`config.mk`:
```
export PLATFORM = sky130hd
export DESIGN_NAME = word_occurrence_finder
export DESIGN_NICKNAME = d
export VERILOG_FILES = /design/src/wof_pkg.sv /design/src/wof_cfg.sv /design/src/wof_matcher.sv /design/src/word_occurrence_finder.sv
export SDC_FILE = /design/constraint.sdc
export NUM_CORES = 1
export LEC_CHECK = 0
export BUFFER_PORTS_ARGS = -buffer_cell sky130_fd_sc_hd__buf_2
export CAP_MARGIN = 40
export CORE_UTILIZATION = 59
export DETAILED_ROUTE_END_ITERATION = 6
export PLACE_DENSITY = 0.8
export SYNTH_ARGS = -nofsm -noshare
export SYNTH_HDL_FRONTEND = slang
export SYNTH_SLANG_ARGS = --single-unit
export TNS_END_PERCENT = 30
```
`constraint.sdc`:
```
create_clock -name aclk -period 8.6 [get_ports aclk]
set_input_delay 2.58 -clock aclk [delete_from_list [all_inputs] [get_ports aclk]]
set_output_delay 2.58 -clock aclk [all_outputs]
set_load 0.01 [all_outputs]
```
`src/wof_pkg.sv`:
```
// Shared constants, types and character helpers for the word occurrence finder.
package wof_pkg;

    localparam int CHAR_W   = 8;
    localparam int MAX_WORD = 16;
    localparam int LEN_W    = $clog2(MAX_WORD + 1);
    localparam int POS_W    = $clog2(MAX_WORD);
    localparam int CNT_W    = 32;
    localparam int CFG_W    = 64;
    localparam int CFG_IDX_W = 2;

    localparam logic [CHAR_W-1:0] CH_LF    = 8'h0A;
    localparam logic [CHAR_W-1:0] CH_SPACE = 8'h20;
    localparam logic [CHAR_W-1:0] CH_TAB   = 8'h09;
    localparam logic [CHAR_W-1:0] CH_CR    = 8'h0D;

    localparam logic [CNT_W-1:0] CNT_MAX = {CNT_W{1'b1}};

    typedef enum logic [CFG_IDX_W-1:0] {
        CFG_TARGET_LOW  = 2'd0,
        CFG_TARGET_HIGH = 2'd1,
        CFG_TARGET_LEN  = 2'd2
    } cfg_idx_t;

    // Target word as the matcher sees it: characters already lower-cased.
    typedef struct packed {
        logic [MAX_WORD-1:0][CHAR_W-1:0] chars;
        logic [LEN_W-1:0]                len;
    } target_t;

    function automatic logic [CHAR_W-1:0] fold(input logic [CHAR_W-1:0] c);
        logic [CHAR_W-1:0] r;
        r = c;
        if (c >= 8'h41 && c <= 8'h5A) begin
            r = c + 8'h20;
        end
        return r;
    endfunction

    function automatic logic is_letter(input logic [CHAR_W-1:0] c);
        logic [CHAR_W-1:0] l;
        l = fold(c);
        return (l >= 8'h61) && (l <= 8'h7A);
    endfunction

    function automatic logic is_sep(input logic [CHAR_W-1:0] c);
        return (c == CH_SPACE) || ((c >= CH_TAB) && (c <= CH_CR));
    endfunction

endpackage

```
`src/wof_cfg.sv`:
```
// Configuration registers holding the lower-cased target word and its length.
module wof_cfg (
    input  logic                             aclk,
    input  logic                             aresetn,
    input  logic                             cfg_we,
    input  logic [wof_pkg::CFG_IDX_W-1:0]    cfg_index,
    input  logic [wof_pkg::CFG_W-1:0]        cfg_wdata,
    output wof_pkg::target_t                 target
);

    localparam int HALF = wof_pkg::MAX_WORD / 2;

    logic [HALF-1:0][wof_pkg::CHAR_W-1:0] low_reg;
    logic [HALF-1:0][wof_pkg::CHAR_W-1:0] high_reg;
    logic [wof_pkg::LEN_W-1:0]            len_reg;
    logic [HALF-1:0][wof_pkg::CHAR_W-1:0] folded;

    // Fold on the way in so the per-byte compare needs no case logic on the target side.
    always_comb begin
        for (int i = 0; i < HALF; i++) begin
            folded[i] = wof_pkg::fold(cfg_wdata[i*wof_pkg::CHAR_W +: wof_pkg::CHAR_W]);
        end
    end

    always_ff @(posedge aclk) begin
        if (!aresetn) begin
            low_reg  <= '0;
            high_reg <= '0;
            len_reg  <= wof_pkg::LEN_W'(1);
        end else if (cfg_we) begin
            unique case (cfg_index)
                wof_pkg::CFG_TARGET_LOW:  low_reg  <= folded;
                wof_pkg::CFG_TARGET_HIGH: high_reg <= folded;
                wof_pkg::CFG_TARGET_LEN:  len_reg  <= cfg_wdata[wof_pkg::LEN_W-1:0];
                default: ;
            endcase
        end
    end

    assign target.chars = {high_reg, low_reg};
    assign target.len   = len_reg;

endmodule

```
`src/wof_matcher.sv`:
```
// Token state, line and match counters, and the per-byte match decision.
module wof_matcher (
    input  logic                           aclk,
    input  logic                           aresetn,
    input  logic                           step,
    input  logic [wof_pkg::CHAR_W-1:0]     text_byte,
    input  logic                           end_of_text,
    input  wof_pkg::target_t               target,
    output logic                           hit,
    output logic [wof_pkg::CNT_W-1:0]      hit_line,
    output logic [wof_pkg::CNT_W-1:0]      hit_count,
    output logic                           hit_first
);

    logic                          inside_reg, inside_next;
    logic                          mismatch_reg, mismatch_next;
    logic [wof_pkg::LEN_W-1:0]     len_reg, len_next;
    logic [wof_pkg::CNT_W-1:0]     line_reg, line_next;
    logic [wof_pkg::CNT_W-1:0]     total_reg, total_next;
    logic                          line_hit_reg, line_hit_next;

    logic                          sep;
    logic                          lf;
    logic                          len_full;
    logic [wof_pkg::CHAR_W-1:0]    tgt_char;
    logic                          mis_add;
    logic [wof_pkg::LEN_W-1:0]     len_add;
    logic                          len_ok;
    logic                          hit_sep;
    logic                          hit_add;
    logic [wof_pkg::CNT_W-1:0]     total_inc;
    logic [wof_pkg::CNT_W-1:0]     line_inc;

    assign sep      = wof_pkg::is_sep(text_byte);
    assign lf       = (text_byte == wof_pkg::CH_LF);
    assign len_full = (len_reg >= wof_pkg::LEN_W'(wof_pkg::MAX_WORD));
    assign tgt_char = target.chars[len_reg[wof_pkg::POS_W-1:0]];
    assign len_ok   = (target.len != '0) &&
                      (target.len <= wof_pkg::LEN_W'(wof_pkg::MAX_WORD));

    // State after taking the byte as a token character.
    always_comb begin
        mis_add = mismatch_reg;
        len_add = len_reg;
        if (!inside_reg && !wof_pkg::is_letter(text_byte)) begin
            // non-letter opening character is dropped
        end else if (len_full) begin
            mis_add = 1'b1;
        end else begin
            mis_add = mismatch_reg | (wof_pkg::fold(text_byte) != tgt_char);
            len_add = len_reg + wof_pkg::LEN_W'(1);
        end
    end

    assign hit_sep   = inside_reg && !mismatch_reg && len_ok && (len_reg == target.len);
    assign hit_add   = !mis_add && len_ok && (len_add == target.len);
    assign hit       = sep ? hit_sep : (end_of_text && hit_add);
    assign total_inc = (total_reg == wof_pkg::CNT_MAX) ? total_reg
                                                       : total_reg + wof_pkg::CNT_W'(1);
    assign line_inc  = (line_reg == wof_pkg::CNT_MAX) ? line_reg
                                                      : line_reg + wof_pkg::CNT_W'(1);

    assign hit_line  = line_reg;
    assign hit_count = total_inc;
    assign hit_first = !line_hit_reg;

    always_comb begin
        inside_next   = inside_reg;
        mismatch_next = mismatch_reg;
        len_next      = len_reg;
        line_next     = line_reg;
        total_next    = total_reg;
        line_hit_next = line_hit_reg;
        if (step) begin
            if (end_of_text) begin
                inside_next   = 1'b0;
                mismatch_next = 1'b0;
                len_next      = '0;
                line_next     = wof_pkg::CNT_W'(1);
                total_next    = '0;
                line_hit_next = 1'b0;
            end else if (sep) begin
                inside_next   = 1'b0;
                mismatch_next = 1'b0;
                len_next      = '0;
                if (hit) begin
                    total_next    = total_inc;
                    line_hit_next = 1'b1;
                end
                if (lf) begin
                    line_next     = line_inc;
                    line_hit_next = 1'b0;
                end
            end else begin
                inside_next   = 1'b1;
                mismatch_next = mis_add;
                len_next      = len_add;
            end
        end
    end

    always_ff @(posedge aclk) begin
        if (!aresetn) begin
            inside_reg   <= 1'b0;
            mismatch_reg <= 1'b0;
            len_reg      <= '0;
            line_reg     <= wof_pkg::CNT_W'(1);
            total_reg    <= '0;
            line_hit_reg <= 1'b0;
        end else begin
            inside_reg   <= inside_next;
            mismatch_reg <= mismatch_next;
            len_reg      <= len_next;
            line_reg     <= line_next;
            total_reg    <= total_next;
            line_hit_reg <= line_hit_next;
        end
    end

endmodule

```
`src/word_occurrence_finder.sv`:
```
// Top level: input register, matcher, result register and configuration port.
//
// Case-insensitive whole-word finder over a byte stream.
// Input channel (s_*): one text byte per beat plus an end-of-text flag.
// Result channel (m_*): one beat per match with the line number, the
// running occurrence count and a first-hit-on-this-line flag.
// Configuration (cfg_*): write-only registers for the target word and its
// length; write them only while no beats are in flight.
// A byte accepted into the input register is compared by the matcher there, and
// its result (if any) is loaded into the result register when the byte advances.
// Throughput: one byte per cycle while a stalled m_ready does not hold the bytes;
// the character compare is combinational and the token state updates as each byte advances.
// A stalled m_ready holds the result register; the input register keeps one
// byte waiting behind it, and s_ready drops only when both are occupied.
// Reset (synchronous, aresetn low) empties both registers, sets the line to 1,
// clears the count and token state, and restores the target registers.
// End of text closes the last token and returns all counters to reset values.
module word_occurrence_finder (
    input  logic                             aclk,
    input  logic                             aresetn,
    input  logic                             s_valid,
    output logic                             s_ready,
    input  logic [7:0]                       s_text_byte,
    input  logic                             s_end_of_text,
    output logic                             m_valid,
    input  logic                             m_ready,
    output logic [31:0]                      m_line_number,
    output logic [31:0]                      m_occurrence_count,
    output logic                             m_first_hit_on_line,
    input  logic                             cfg_we,
    input  logic [wof_pkg::CFG_IDX_W-1:0]    cfg_index,
    input  logic [wof_pkg::CFG_W-1:0]        cfg_wdata
);

    wof_pkg::target_t               target;

    logic                           in_valid_reg;
    logic [wof_pkg::CHAR_W-1:0]     in_byte_reg;
    logic                           in_eot_reg;

    logic                           out_valid_reg, out_valid_next;
    logic [wof_pkg::CNT_W-1:0]      out_line_reg;
    logic [wof_pkg::CNT_W-1:0]      out_count_reg;
    logic                           out_first_reg;

    logic                           advance;
    logic                           hit;
    logic [wof_pkg::CNT_W-1:0]      hit_line;
    logic [wof_pkg::CNT_W-1:0]      hit_count;
    logic                           hit_first;

    wof_cfg u_cfg (
        .aclk      (aclk),
        .aresetn   (aresetn),
        .cfg_we    (cfg_we),
        .cfg_index (cfg_index),
        .cfg_wdata (cfg_wdata),
        .target    (target)
    );

    // Byte in the input register moves on when the result slot is free or draining.
    assign advance = in_valid_reg && (!out_valid_reg || m_ready);
    assign s_ready = !in_valid_reg || advance;

    wof_matcher u_matcher (
        .aclk        (aclk),
        .aresetn     (aresetn),
        .step        (advance),
        .text_byte   (in_byte_reg),
        .end_of_text (in_eot_reg),
        .target      (target),
        .hit         (hit),
        .hit_line    (hit_line),
        .hit_count   (hit_count),
        .hit_first   (hit_first)
    );

    always_ff @(posedge aclk) begin
        if (!aresetn) begin
            in_valid_reg <= 1'b0;
        end else if (s_ready) begin
            in_valid_reg <= s_valid;
        end
    end

    always_ff @(posedge aclk) begin
        if (s_ready && s_valid) begin
            in_byte_reg <= s_text_byte;
            in_eot_reg  <= s_end_of_text;
        end
    end

    always_comb begin
        out_valid_next = out_valid_reg;
        if (advance) begin
            out_valid_next = hit;
        end else if (m_ready) begin
            out_valid_next = 1'b0;
        end
    end

    always_ff @(posedge aclk) begin
        if (!aresetn) begin
            out_valid_reg <= 1'b0;
        end else begin
            out_valid_reg <= out_valid_next;
        end
    end

    always_ff @(posedge aclk) begin
        if (advance && hit) begin
            out_line_reg  <= hit_line;
            out_count_reg <= hit_count;
            out_first_reg <= hit_first;
        end
    end

    assign m_valid             = out_valid_reg;
    assign m_line_number       = out_line_reg;
    assign m_occurrence_count  = out_count_reg;
    assign m_first_hit_on_line = out_first_reg;

endmodule
```
# After elaboration in Yosys (flattened, before gate mapping)
# Index checks and enable logic that the tools add are counted.
[classes] n_addsub=12 n_mul=0 div=0 order_cmp=25 n_eq_ne=10 shift=0 muxes=38 bitwise_logic=1 reduce_logical=45
[ops] operator="2-to-1 mux 32 bit" n=8
[ops] operator="2-to-1 mux 8 bit" n=12
[ops] operator=">= comparator 8 x 7 -> 1 bit, second input constant" n=10
[ops] operator="<= comparator 8 x 7 -> 1 bit, second input constant" n=10
[ops] operator="adder 8 x 6 -> 8 bit, second input constant" n=9
[ops] operator="adder 32 x 1 -> 32 bit, second input constant" n=2
[ops] operator="== test 32 bit, second input constant" n=2
[ops] operator="binary-select mux 8 bit (select 4 bit)" n=1
[ops] operator="logical AND 1 bit" n=22
[ops] operator="2-to-1 mux 5 bit" n=4
[ops] operator="2-to-1 mux 1 bit" n=13
[ops] operator="== test 5 bit" n=2
[ops] operator="== test 8 x 4 -> 1 bit, second input constant" n=1
[ops] operator="== test 8 x 6 -> 1 bit, second input constant" n=1
[ops] operator=">= comparator 8 x 4 -> 1 bit, second input constant" n=1
[ops] operator="<= comparator 8 x 4 -> 1 bit, second input constant" n=1
[ops] operator="inequality test 8 bit" n=1
[ops] operator="nonzero test 2 bit" n=4
[ops] operator="logical NOT 1 bit" n=7
[ops] operator="AND reduction 2 bit" n=3
[ops] operator="AND reduction 3 bit" n=2
[ops] operator="adder 5 x 1 -> 5 bit, second input constant" n=1
[ops] operator=">= comparator 5 bit, second input constant" n=1
[ops] operator="<= comparator 5 bit, second input constant" n=1
[ops] operator="10 further kinds" n=12
[word_totals] ff_bits=281 latch_bits=0 ram_bits=0 rom_bits=0 wordCells=161 n_memories=0

# Longest topological paths before layout
# Gate-level depths: netlist of the first run.
[depth] word_depth=21 ltp_mapped=12

# Hierarchy
# A second synthesis of the first run with hierarchy kept.
[unflattened] hier_cells=1365 hier_area_um2=13436.6
[modules_own_cells] mod="wof_cfg" n_inst=1 cells_per_inst=640 area_per_inst_um2=5604.1
[modules_own_cells] mod="wof_matcher" n_inst=1 cells_per_inst=638 area_per_inst_um2=5497.8
[modules_own_cells] mod="word_occurrence_finder" n_inst=1 cells_per_inst=87 area_per_inst_um2=2334.7

# Worst setup path after synthesis of the first run
# No wires, ideal clock.
[synth_timing] path_kind="in2reg" start="in m_ready" end="reg out_first_reg (netlist: m_first_hit_on_line) (enable)" setup_ps=529 arrival_ps=7047 t_required_ps=8071 path_slack_ps=1024 cell_stages=6 n_path_buf=0 cell_sequence="nor2b_1 nor2b_1 nand2_1 nor2_1 o2111ai_1 o41ai_2"
[synth_via] elab_chain_len=3
[synth_rtl] element="from (decl)" line_no="word_occurrence_finder.sv:26" source="input logic m_ready,"
[synth_rtl] element="logical OR 1 bit" line_no="word_occurrence_finder.sv:62" source="assign advance = in_valid_reg && (!out_valid_reg || m_ready);"
[synth_rtl] element="logical AND 1 bit" line_no="word_occurrence_finder.sv:62"
[synth_rtl] element="logical AND 1 bit" line_no="word_occurrence_finder.sv:111" source="if (advance && hit) begin"
[synth_rtl] element="to (signal assigned)" line_no="word_occurrence_finder.sv:114" source="out_first_reg <= hit_first;"
[synth_rtl] element="to (decl)" line_no="word_occurrence_finder.sv:44" source="logic out_first_reg;"
# Every way passes these cells.
# A chain may end at the register's enable or synchronous reset.

# Final worst setup path of the first run
[layout_timing] start="in m_ready" end="out s_ready"
[layout_via] elab_chain_len=3
[layout_rtl] element="logical OR 1 bit" line_no="word_occurrence_finder.sv:62"
[layout_rtl] element="logical AND 1 bit" line_no="word_occurrence_finder.sv:62"
[layout_rtl] element="logical OR 1 bit" line_no="word_occurrence_finder.sv:63" source="assign s_ready = !in_valid_reg || advance;"
[layout_rtl] element="to (decl)" line_no="word_occurrence_finder.sv:22" source="output logic s_ready,"
# Every way passes these cells.

==> results.yml, run 1 <==
run:
  max_cap_violations: 0
global_routing:
  met3_usage_pct: 3.97
  grtUsageMet1_pct: 33.6
  grt_max_degree: 83
  use_met2_pct: 47.5
  antenna_found_initial: 2
  grt_overflow: 0
  gr-usage-all-layers_pct: 27.2
  grt_pass1_wl_mm: 48.6
  grt-busiest-layer: "met2"
  grt_pass1_vias: 9788
synthesis:
  ys_types: 70
  syn_area_per_cell_um2: 9.87
  yosys_most_used_dff: "dfxtp_1"
  ys_async_sr_fraction_pct: 0
  syn-cell-area_um2: 13000
  yosysWarnings: 0
  synth_seq_area_share_pct: 49.1
  syn_nets: 1407
  synth_edf_count: 74
  synth_cells: 1314
  ys_ff_latch: 281
place:
  place_congestion: 0.892
  io_buffers: 146
  hpwl_mm: 20.5
routing:
  via_count: 10200
  drc: 0
  post_drt_wl_per_cell_um: 17.4
  ant_nets: 0
  wirelength_mm: 30.1
  initialDrtViolationCount: 691
  dr.pass1.iters: 5
  viasPerCell: 5.91
hold_path:
  hold_path_class: "register to register"
power:
  leakagePower_uw: 0.00579
  p_int_uw: 2220
  power_uw: 2870
  comb_power_share_pct: 6.5
  switchingPower_uw: 649
  vdd_drop_max_v: 0.000150
  power.density_nw_per_um2: 192
  swShare_pct: 22.6
  seqPwrFrac_pct: 49.1
  power.share.clock_pct: 44.4
timing:
  setup_viol_count_final: 0
  slew_violations: 0
  fin_crit_sh_pct: 67.0
  fin_crit_ns: 5.76
  max-slew-margin-rel_pct: 38.5
  setup_tns_ns: 0
  max_freq_mhz: 173
  rsz0062_at_grt: "no"
  holdWs_ns: 0.463
  tightest_slew_ns: 0.910
  skew_ns: 0.0109
  hold_viol_final: 0
worst_setup_path:
  cp.buffers_inverters: 2
  crit_top_cell: "buf_2"
  worstSetupStartpointType: "primary input"
  crit_fanout: 5
  cpPeakStageDelay_ns: 0.26
  crit_chain: "buf_2 -> nor2b_1 -> nand2_1 -> buf_2"
  crit_required_ns: 6.02
  path_class: "primary input to output pin"
  path_delay_family: "simple AND/OR/NAND/NOR gates"
  crit_path_end_kind: "output pin"
  slowest_stage: "nor2b_1"
  worstPathArrival_ns: 3.18
floorplanning:
  rows: 53
  io_pins: 147
  start_util_pct: 60.9
  core_area_um2: 21300
  die_area_um2: 22600
  dieWidth_um: 150
  die_h_um: 150
clock_network:
  clock_latency_ns: 0.54
  cts_tree: "done"
  cts_hold_buf: 0
  path_clk_slew_ns: 0.06
  cts_root_buf: "clkbuf_16"
  cts_setup_buffers: 0
  clk_path_buf_depth: 3
  cts_max_level: 1
  clock_sinks: 281
  postCtsResizedCells: 0
  numCtsBuffers: 29
layout:
  final_common_cell: "nand2_1"
  largest-register: "u_cfg.target"
  largest_reg_flops: 128
  drive_gt1_share_pct: 18.2
  area_growth_pct: 14.9
  layout_common_cells: "279 x nand2_1, 206 x dfxtp_1, 145 x buf_2, 85 x a21boi_0, 74 x edfxtp_1"
  fin_util_pct: 70.0
  nets: 1520
run_status:
  status: "finished clean"
==> per-layer routing <==
layer | vias to the layer above | share of wire (%)
met4 | 0 | 3.5
met3 | 64 | 5.9
met5 | - | 0
met1 | 4860 | 41
li1 | 4942 | -
met2 | 333 | 49
==> power groups by stage <==
| stage | logic (µW) | registers, µW | clock network (µW) |
|---|---|---|---|
| 2_1_floorplan | 113 | 1430 | 0 |
| 3_3_place_gp | 175 | 1430 | 0 |
| 3_5_place_dp | 182 | 1440 | 0 |
| 4_1_cts | 184 | 1410 | 1290 |
| 5_1_grt | 204 | 1410 | 1350 |
| 6_report | 186 | 1410 | 1270 |
==> cell usage after synthesis, drive strengths merged (22+ instances only) <==
cell | n | share of area (%)
xnor2 | 26 | 1.8
edfxtp | 74 | 17
nand2 | 279 | 8.1
nor2b | 27 | 1.3
nand3 | 30 | 1.2
nor2 | 70 | 2.0
a21boi | 85 | 4.9
dfxtp | 207 | 32
o21ai | 25 | 0.97
buf | 22 | 0.87
mux2i | 32 | 2.5
a21oi | 34 | 1.4
mux4 | 27 | 4.7
o211a | 43 | 3.3
xor2 | 32 | 2.2
clkbuf | 57 | 1.7
==> cell families after synthesis <==
kind of cell | count (synthesis) | synth area share (%)
multiplexers | 64 | 7.60
AND/OR/NAND/NOR | 528 | 18.8
XOR/XNOR | 58 | 3.92
AO/OA/AOI/OAI | 278 | 16.4
flip-flops | 281 | 49.1
buffers and inverters | 92 | 2.90
adder cells (fa/ha/maj) | 13 | 1.25
==> worst register-to-register path, delay by kind of cell (launching register included) <==
| kind | cells | cell delay [ns] |
|---|---|---|
| compound gates | 2 | 0.71 |
| xor+xnor | 1 | 0.19 |
| buf+inv | 2 | 1.11 |
| flops | 1 | 0.88 |
| mux | 2 | 1.09 |
| simple gates | 1 | 0.16 |
==> metrics by stage <==
stage	instances	area (µm²)	setup slack (ns)
6_report	1726	14900	2.84
5_1_grt	1725	14900	2.77
4_1_cts	1723	14900	2.83
3_5_place_dp	1670	13900	2.83
3_3_place_gp	1667	13800	2.87
2_1_floorplan	1314	13000	1.02
==> layout make-up <==
class,instances,area [µm²]
Antenna cell,2,5.00
Clock buffer,35,801
Clock inverter,18,181
Fill cell,1572,6400
Inverter,13,48.8
Multi-Input combinational cell,941,6240
Sequential cell,281,6370
Tap cell,275,344
Timing Repair Buffer,161,901
==> final timing paths <==
| check | from | endpoint | slack (ns) | cells after the start |
|---|---|---|---|---|
| worst max-delay path | m_ready | s_ready | 2.84 | 4 |
| worst min-delay path | u_cfg.target[80] | u_cfg.target[80] | 0.46 | 2 |
| worst max register to register | u_matcher.len_reg[1] | m_line_number[12] | 4.05 | 8 |
| worst min register to register | u_cfg.target[80] | u_cfg.target[80] | 0.46 | 2 |
(Power assumes the default switching activity.)
==> run 2: changes to the inputs <==
--- a/config.mk
+++ b/config.mk
@@ -7,9 +7,9 @@
 export LEC_CHECK = 0
 export BUFFER_PORTS_ARGS = -buffer_cell sky130_fd_sc_hd__buf_2
 export CAP_MARGIN = 40
-export CORE_UTILIZATION = 59
+export CORE_UTILIZATION = 53
 export DETAILED_ROUTE_END_ITERATION = 6
-export PLACE_DENSITY = 0.8
+export PLACE_DENSITY = 0.76
 export SYNTH_ARGS = -nofsm -noshare
 export SYNTH_HDL_FRONTEND = slang
 export SYNTH_SLANG_ARGS = --single-unit
==> constraint.sdc (replaced) <==
create_clock -name aclk -period 5.1 [get_ports aclk]
set_input_delay 1.53 -clock aclk [delete_from_list [all_inputs] [get_ports aclk]]
set_output_delay 1.53 -clock aclk [all_outputs]
set_load 0.01 [all_outputs]
==> run 2 against run 1 <==
Net effect: largest cell class unchanged; worst setup slack got worse by 1.6 ns; combinational power up 68%; critical endpoint is now m_line_number[8]; clock skew up 0.013 ns; design area about the same; cell count is 2.6% higher; sequential share of layout area about the same; via count is 0.30% lower; critical path type is now register to register; largest power group unchanged.
==> results.yml, run 2 (synthesized netlist as in run 1, its figures left out) <==
worst_setup_path:
  crit_chain: "buf_12 -> mux4_2 -> mux4_2 -> xor2_1 -> nor4_2 -> a41oi_1 -> o41ai_4 -> buf_12"
  worstSetupStartpointType: "register"
  cpPeakStageDelay_ns: 0.69
  regToRegSetupSlack_ns: 1.20
  crit_required_ns: 5.30
  r2r_cells: 8
  path_class: "register to register"
  crit_fanout: 67
  rr_startpoint: "u_matcher.len_reg[1]"
  worstPathArrival_ns: 4.10
  slowest_stage: "dfxtp_1"
  crit_path_end_kind: "register"
  r2r_end: "m_line_number[8]"
place:
  place_congestion: 0.877
  place_area_um2: 13900
  io_buffers: 146
  hpwl_mm: 21.0
  dp.cells: 1716
routing:
  dr.pass1.iters: 5
  post_drt_wl_per_cell_um: 17.0
  ant_nets: 0
  viasPerCell: 5.74
  initialDrtViolationCount: 674
  drc: 0
  via_count: 10200
  wirelength_mm: 30.0
hold_path:
  hp-start: "u_cfg.target[22]"
  whs_path_depth: 2
  hold_path_class: "register to register"
  min_to: "u_cfg.target[22]"
layout:
  largest_reg_flops: 128
  design_area_um2: 14900
  nets: 1521
  layout_common_cells: "279 x nand2_1, 206 x dfxtp_1, 145 x buf_2, 85 x a21boi_0, 74 x edfxtp_1"
  area_growth_pct: 14.8
  final_common_cell: "nand2_1"
  drive_gt1_share_pct: 18.1
  layout.cells.non_filler: 1771
  largest-register: "u_cfg.target"
clock_network:
  cts_root_buf: "clkbuf_16"
  cts_max_level: 1
  clock_sinks: 281
  cts_hold_buf: 0
  cts_tree: "done"
  clk_path_buf_depth: 3
  postCtsResizedCells: 0
  cts_setup_buffers: 0
  clock_latency_ns: 0.55
  path_clk_slew_ns: 0.06
  numCtsBuffers: 29
floorplanning:
  die_area_um2: 25100
  core_area_um2: 23800
  die_h_um: 158
  io_pins: 147
  rows: 56
  start_util_pct: 54.6
  dieWidth_um: 158
timing:
  max_freq_mhz: 257
  skew_ns: 0.0235
  holdWs_ns: 0.465
  tightest_slew_ns: 0.921
  fin_crit_ns: 3.90
  fin_crit_sh_pct: 76.4
  setup_tns_ns: 0
  max-slew-margin-rel_pct: 38.6
  rsz0062_at_grt: "no"
  slew_violations: 0
  hold_viol_final: 0
  setup_viol_count_final: 0
power:
  leakagePower_uw: 0.00576
  power.density_nw_per_um2: 319
  power_uw: 4740
  vdd_drop_max_v: 0.000231
global_routing:
  grt_pass1_wl_mm: 49.3
  antenna_found_initial: 1
  grt_overflow: 0
  gr-usage-all-layers_pct: 24.7
  grt_pass1_vias: 9685
  grt_max_degree: 99
run_status:
  status: "finished clean"
run:
  max_cap_violations: 0
## run 2: cell types whose count changed in the layout (fill, tap and decap cells not counted), moves of 2 or more
cell and delta:
buf_8 -2, clkbuf_16 -2, clkinv_1 -3, buf_12 +3, inv_6 +4, clkinv_2 -2, clkbuf_1 +5, clkinvlp_4 -2
buf_16 -2
## run 2: worst max path at each step
stage	start	end	cells past startpoint
floorplan	m_ready	m_first_hit_on_line	6
global placement	m_ready	u_matcher.total_reg[26]	8
detailed placement	m_ready	u_matcher.total_reg[23]	8
CTS	u_matcher.len_reg[1]	m_line_number[24]	8
global route	u_matcher.len_reg[0]	m_line_number[12]	9
finish	u_matcher.len_reg[1]	m_line_number[8]	8
## run 2: where the power goes
| part | internal [µW] | switching [µW] | total [µW] |
|---|---|---|---|
| logic | 126 | 186 | 312 |
| registers | 2340 | 37.8 | 2380 |
| clock network | 1190 | 867 | 2050 |
## run 2: through the flow
| step | setup slack [ns] | utilization, % |
|---|---|---|
| floorplan | 0.0827 | - |
| global placement | 1.22 | 58.6 |
| detailed placement | 1.13 | 58.7 |
| CTS | 1.18 | 62.6 |
| global route | 0.931 | 62.6 |
| finish | 1.20 | 62.6 |
## run 2: final cells by class
class | count | area (µm²)
flip-flops and latches | 281 | 6370
diodes | 2 | 5.00
fillers | 1966 | 8870
multi-input cells | 941 | 6240
clock inverters | 14 | 148
repair buffers | 162 | 887
clock buffers | 39 | 783
inverters | 13 | 48.8
well taps | 319 | 399
## run 2: worst max-delay path: cells and delay by family, from the launching register on
kind,cells,cell delay (ns)
XOR/XNOR,1,0.18
buffers and inverters,2,0.60
AND/OR/NAND/NOR,1,0.22
AO/OA/AOI/OAI,2,0.82
multiplexers,2,1.01
flip-flops,1,0.69
## run 2: layer usage
metal  track usage [%]  up-vias  share of wire [%]  routed length (µm)
li1                  -     4939                  -                   -
met1              32.8     4852                 45               13400
met2              41.8      313                 47               14200
met3              3.29       64                5.3                1600
met4              7.42        0                2.8                 830
met5                 0        -                  0                   0
